[config.mk]
export PLATFORM = sky130hd
export DESIGN_NAME = mbbc_box
export DESIGN_NICKNAME = d
export VERILOG_FILES = /design/src/hw/rtl/mbbc_pkg.sv /design/src/hw/rtl/mbbc_box.sv
export SDC_FILE = /design/constraint.sdc
export NUM_CORES = 1
export LEC_CHECK = 0
export ABC_AREA = 1
export BUFFER_PORTS_ARGS = -buffer_cell sky130_fd_sc_hd__buf_2
export CAP_MARGIN = 20
export CORE_ASPECT_RATIO = 1.4
export CORE_UTILIZATION = 40
export CTS_CLUSTER_DIAMETER = 50
export DETAILED_ROUTE_END_ITERATION = 6
export HOLD_SLACK_MARGIN = 0.1
export PLACE_DENSITY_LB_ADDON = 0.25
export SETUP_SLACK_MARGIN = 0.5
export SLEW_MARGIN = 25
export SYNTH_ARGS = -nofsm -noshare
export SYNTH_HDL_FRONTEND = slang
export SYNTH_SLANG_ARGS = --single-unit
[constraint.sdc]
create_clock -name clk -period 4.3 [get_ports clk]
set_clock_uncertainty 0.1 [all_clocks]
set_input_delay 0.645 -clock clk [delete_from_list [all_inputs] [get_ports clk]]
set_output_delay 0.645 -clock clk [all_outputs]
set_load 0.01 [all_outputs]
[src/hw/rtl/mbbc_pkg.sv]
package mbbc_pkg;

	// Configuration register indexes
	localparam logic [1:0] CFG_IMAGE_WIDTH  = 2'd0;
	localparam logic [1:0] CFG_IMAGE_HEIGHT = 2'd1;
	localparam logic [1:0] CFG_MASK_COLOR   = 2'd2;

	// Request function codes
	localparam logic FUNC_LOAD = 1'b0;
	localparam logic FUNC_READ = 1'b1;

	// Result kind codes
	localparam logic KIND_SUMMARY = 1'b0;
	localparam logic KIND_PIXEL   = 1'b1;

	// Read status codes
	localparam logic STATUS_OK    = 1'b0;
	localparam logic STATUS_EMPTY = 1'b1;

	typedef struct packed {
		logic       func;
		logic [7:0] pixel_in;
	} req_t;

	typedef struct packed {
		logic       kind;
		logic       found;
		logic [8:0] crop_width;
		logic [8:0] crop_height;
		logic [7:0] pixel_out;
		logic       last;
		logic       status;
	} res_t;

	// Frame state seen by the read side
	typedef struct packed {
		logic any_found;
		logic frame_ready;
	} box_stat_t;

	// Outcome of one load
	typedef struct packed {
		logic       frame_end;
		logic       found;
		logic [8:0] crop_width;
		logic [8:0] crop_height;
	} load_sum_t;

endpackage

[src/hw/rtl/mbbc_box.sv]
module mbbc_box import mbbc_pkg::*; #(
	parameter int MAX_WIDTH  = 256,
	parameter int MAX_HEIGHT = 256,
	parameter int CW = 8,
	parameter int RW = 8,
	parameter int AW = 16
) (
	input  logic          clk,
	input  logic          arst_n,
	input  logic          load,
	input  logic [7:0]    pixel,
	input  logic [7:0]    mask,
	input  logic [CW:0]   w_eff,
	input  logic [RW:0]   h_eff,
	output logic [AW-1:0] waddr,
	output box_stat_t     stat,
	output load_sum_t     sum,
	output logic [CW-1:0] min_col,
	output logic [RW-1:0] min_row,
	output logic [CW:0]   crop_w,
	output logic [RW:0]   crop_h
);

	logic [CW-1:0] col_q, min_col_q, max_col_q, min_col_nxt, max_col_nxt;
	logic [RW-1:0] row_q, min_row_q, max_row_q, min_row_nxt, max_row_nxt;
	logic          any_q, ready_q, any_nxt, base_found, first, hit;
	logic          end_row, end_frame;

	// Box update for the pixel at the load position
	always_comb begin
		first      = (col_q == '0) && (row_q == '0);
		base_found = first ? 1'b0 : any_q;
		hit        = (pixel != mask);
		any_nxt    = base_found | hit;
		min_col_nxt = min_col_q;
		max_col_nxt = max_col_q;
		min_row_nxt = min_row_q;
		max_row_nxt = max_row_q;
		if (hit) begin
			if (!base_found) begin
				min_col_nxt = col_q;
				max_col_nxt = col_q;
				min_row_nxt = row_q;
				max_row_nxt = row_q;
			end else begin
				if (col_q < min_col_q) min_col_nxt = col_q;
				if (col_q > max_col_q) max_col_nxt = col_q;
				if (row_q < min_row_q) min_row_nxt = row_q;
				if (row_q > max_row_q) max_row_nxt = row_q;
			end
		end
		end_row   = ((CW+1)'(col_q) + (CW+1)'(1)) >= w_eff;
		end_frame = end_row && (((RW+1)'(row_q) + (RW+1)'(1)) >= h_eff);
	end

	// Summary of the frame if this load ends it
	always_comb begin
		sum.frame_end   = end_frame;
		sum.found       = any_nxt;
		sum.crop_width  = '0;
		sum.crop_height = '0;
		if (any_nxt) begin
			sum.crop_width  = 9'(32'(max_col_nxt) - 32'(min_col_nxt) + 32'd1);
			sum.crop_height = 9'(32'(max_row_nxt) - 32'(min_row_nxt) + 32'd1);
		end
	end

	assign waddr = AW'(32'(row_q) * MAX_WIDTH + 32'(col_q));

	// Load position, box and frame flags
	always_ff @(posedge clk or negedge arst_n) begin
		if (!arst_n) begin
			col_q     <= '0;
			row_q     <= '0;
			min_col_q <= '1;
			max_col_q <= '0;
			min_row_q <= '1;
			max_row_q <= '0;
			any_q     <= 1'b0;
			ready_q   <= 1'b0;
		end else if (load) begin
			min_col_q <= min_col_nxt;
			max_col_q <= max_col_nxt;
			min_row_q <= min_row_nxt;
			max_row_q <= max_row_nxt;
			any_q     <= any_nxt;
			if (!end_row) begin
				col_q <= col_q + CW'(1);
			end else begin
				col_q <= '0;
				row_q <= end_frame ? '0 : row_q + RW'(1);
			end
			if (end_frame) begin
				ready_q <= 1'b1;
			end else if (first) begin
				ready_q <= 1'b0;
			end
		end
	end

	assign stat.any_found   = any_q;
	assign stat.frame_ready = ready_q;
	assign min_col = min_col_q;
	assign min_row = min_row_q;
	assign crop_w  = (CW+1)'(max_col_q) - (CW+1)'(min_col_q) + (CW+1)'(1);
	assign crop_h  = (RW+1)'(max_row_q) - (RW+1)'(min_row_q) + (RW+1)'(1);

endmodule
==> flow_summary.json <==
{
  "finish.instance_area_um2": 8410,
  "grt_max_degree": 57,
  "hold_viol": 0,
  "grt_util_all_layers_pct": 23.1,
  "drive_gt1_share_pct": 38.3,
  "violations": "setup timing",
  "fin_util_pct": 58.5,
  "fmax_mhz": 232,
  "dp_slack_ns": 0.0654,
  "r2r-end": "row_q[4]",
  "startpoint": "min_row[1]",
  "ant_nets": 0,
  "reg2reg_from": "col_q[2]",
  "clock_sinks": 50,
  "h-tree-depth": 2,
  "synthCells": 847,
  "antenna_cells": 0,
  "top_usage_layer": "met2",
  "die_w_um": 104,
  "placedCellCount": 1151,
  "num_vias": 6205,
  "ys_seq_area_share_pct": 21.7,
  "grt_pass1_wl_um": 28200,
  "reg2reg_slack_ns": 1.28,
  "post-route-min-period_ns": 4.31,
  "cp-start-kind": "register",
  "cts_buffers": 5,
  "use_met1_pct": 24.9,
  "tightest_slew_ns": 0.901,
  "setup_violations": 1,
  "slew_viol_final": 0,
  "syn_area_per_cell_um2": 6.93,
  "first_pass_iters": 5,
  "wl_um": 17800,
  "ios": 109,
  "fin_ws_ns": -0.00904,
  "use_met3_pct": 2.61,
  "cts_tree": "yes",
  "first_iter_violations": 289,
  "crit_required_ns": 3.56,
  "antenna_found_initial": 0,
  "rsz0062_at_grt": "yes",
  "synth-edff-count": 0,
  "synth-seq-cells": 50,
  "wl_per_cell_um": 14.5,
  "worstSetupEndpointType": "output pin",
  "synth_area_um2": 5870,
  "core_area_um2": 14400,
  "clkTransAtPathRegs_ns": 0.08,
  "synthFlopType": "dfrtp_1",
  "slowest_delay_ns": 0.54,
  "area_growth_pct": 43.2,
  "gp_congestion": 0.879,
  "max-cap-violations": 0,
  "hp-class": "input port to asynchronous set/reset pin",
  "start_util_pct": 40.8,
  "crit_slowest_cell": "dfstp_2",
  "rows": 52,
  "fin_crit_sh_pct": 100,
  "final_nets": 1192,
  "die_area_um2": 15200,
  "path_class": "register to output pin",
  "drc": 0,
  "arrival_ns": 3.56,
  "slew_headroom_pct": 39.9,
  "clockRootBuffer": "clkbuf_16",
  "syn-num-nets": 1000,
  "async_reset_ff_share_pct": 100,
  "placed_area_um2": 6820,
  "final_cells": 1229,
  "ys_types": 33,
  "cp_common_cell": "nand2_2",
  "cp_max_fo": 4,
  "post-dp-hpwl_um": 12900,
  "status": "complete, but fails checks",
  "clock_latency_ns": 0.30,
  "use_met2_pct": 44.3,
  "vias_per_cell": 5.05,
  "grt_pass1_vias": 5978,
  "die_h_um": 145,
  "port_buffers": 108,
  "clockBufferDepth": 2,
  "grt-ovfl-total": 0,
  "rr_worst_depth": 16,
  "synth_warnings": 0
}
-- area by class of cell --
| type | count | area, um2 |
|---|---|---|
| Clock buffer | 6 | 139 |
| Clock inverter | 2 | 60.1 |
| Fill cell | 1326 | 5970 |
| Inverter | 132 | 510 |
| Multi-Input combinational cell | 646 | 4850 |
| Sequential cell | 50 | 1290 |
| Tap cell | 189 | 236 |
| Timing Repair Buffer | 204 | 1320 |
-- sequential cells by signal, summed over array words and instances, names as in the netlist --
signal     cells
col_q          8
any_q          1
ready_q        1
max_row_q      8
min_row        8
min_col        8
row_q          8
max_col_q      8
-- routing by layer --
| metal | share of wire [%] | wire length [um] |
|---|---|---|
| met1 | 39 | 6860 |
| met2 | 54 | 9570 |
| met3 | 3.9 | 702 |
| met4 | 3.7 | 660 |
| met5 | 0 | 0 |
-- metrics by stage --
step                      hold slack (ns)  setup TNS (ns)
after floorplan                     0.249               0
after global placement              0.363               0
after detailed placement            0.367               0
after CTS                           0.385        -0.00650
after global routing                0.403          -0.459
final                               0.373        -0.00904
-- cell usage in the layout, fill, tap and decap left out, drive strengths merged, types with 4 or more instances in the layout --
cell    count
nor2       52
o21ai      13
nand2     250
a21oi      33
inv       132
nand4      19
xnor2       9
nor3        5
ha        112
xor2       21
dfstp      16
buf       204
clkbuf      6
dfrtp      34
o22ai       8
fa          4
nand3      85
and2       17
-- synth_stat cells, types with 9 or more instances --
master | count | area [um2]
a21oi_1 | 33 | 165
and2_1 | 17 | 106
dfrtp_1 | 34 | 851
dfstp_2 | 16 | 420
ha_1 | 112 | 1400
inv_1 | 131 | 492
nand2_1 | 241 | 905
nand3_1 | 85 | 425
nand4_1 | 19 | 119
nor2_1 | 52 | 195
o21ai_0 | 13 | 65.1
xnor2_1 | 9 | 78.8
xor2_1 | 21 | 184
-- how the worst max path moves through the flow --
stage / end / cells after the start
floorplan: sum[16] / 21
global placement: sum[7] / 20
detailed placement: sum[7] / 22
CTS: sum[16] / 22
global route: sum[16] / 23
finish: sum[7] / 25
-- critical path, delay by kind of cell (launching register included) --
family                   cells  cell delay [ns]
buffers and inverters        3             0.22
adder cells (fa/ha/maj)      4             1.06
AND/OR/NAND/NOR             17             1.26
XOR/XNOR                     1             0.18
flip-flops                   1             0.54
-- kinds of logic after synthesis --
logic type | after synthesis | share of synthesized area, %
flip-flops | 50 | 21.7
AO/OA/AOI/OAI | 64 | 6.27
XOR/XNOR | 30 | 4.48
AND/OR/NAND/NOR | 436 | 32.3
adder cells (fa/ha/maj) | 116 | 25.2
buffers and inverters | 151 | 10.1
-- what timing repair did --
| item | CTS | global route |
|---|---|---|
| resized for setup | 96 | 80 |
| hold buffers | 0 | 0 |
| endpoints found under the setup margin | 14 | 15 |
| buffers inserted | 45 | 25 |
| pin swaps | 27 | 64 |
Power is not shown: default switching activity piles up to over one toggle a cycle in this logic, so the estimate is an artifact.
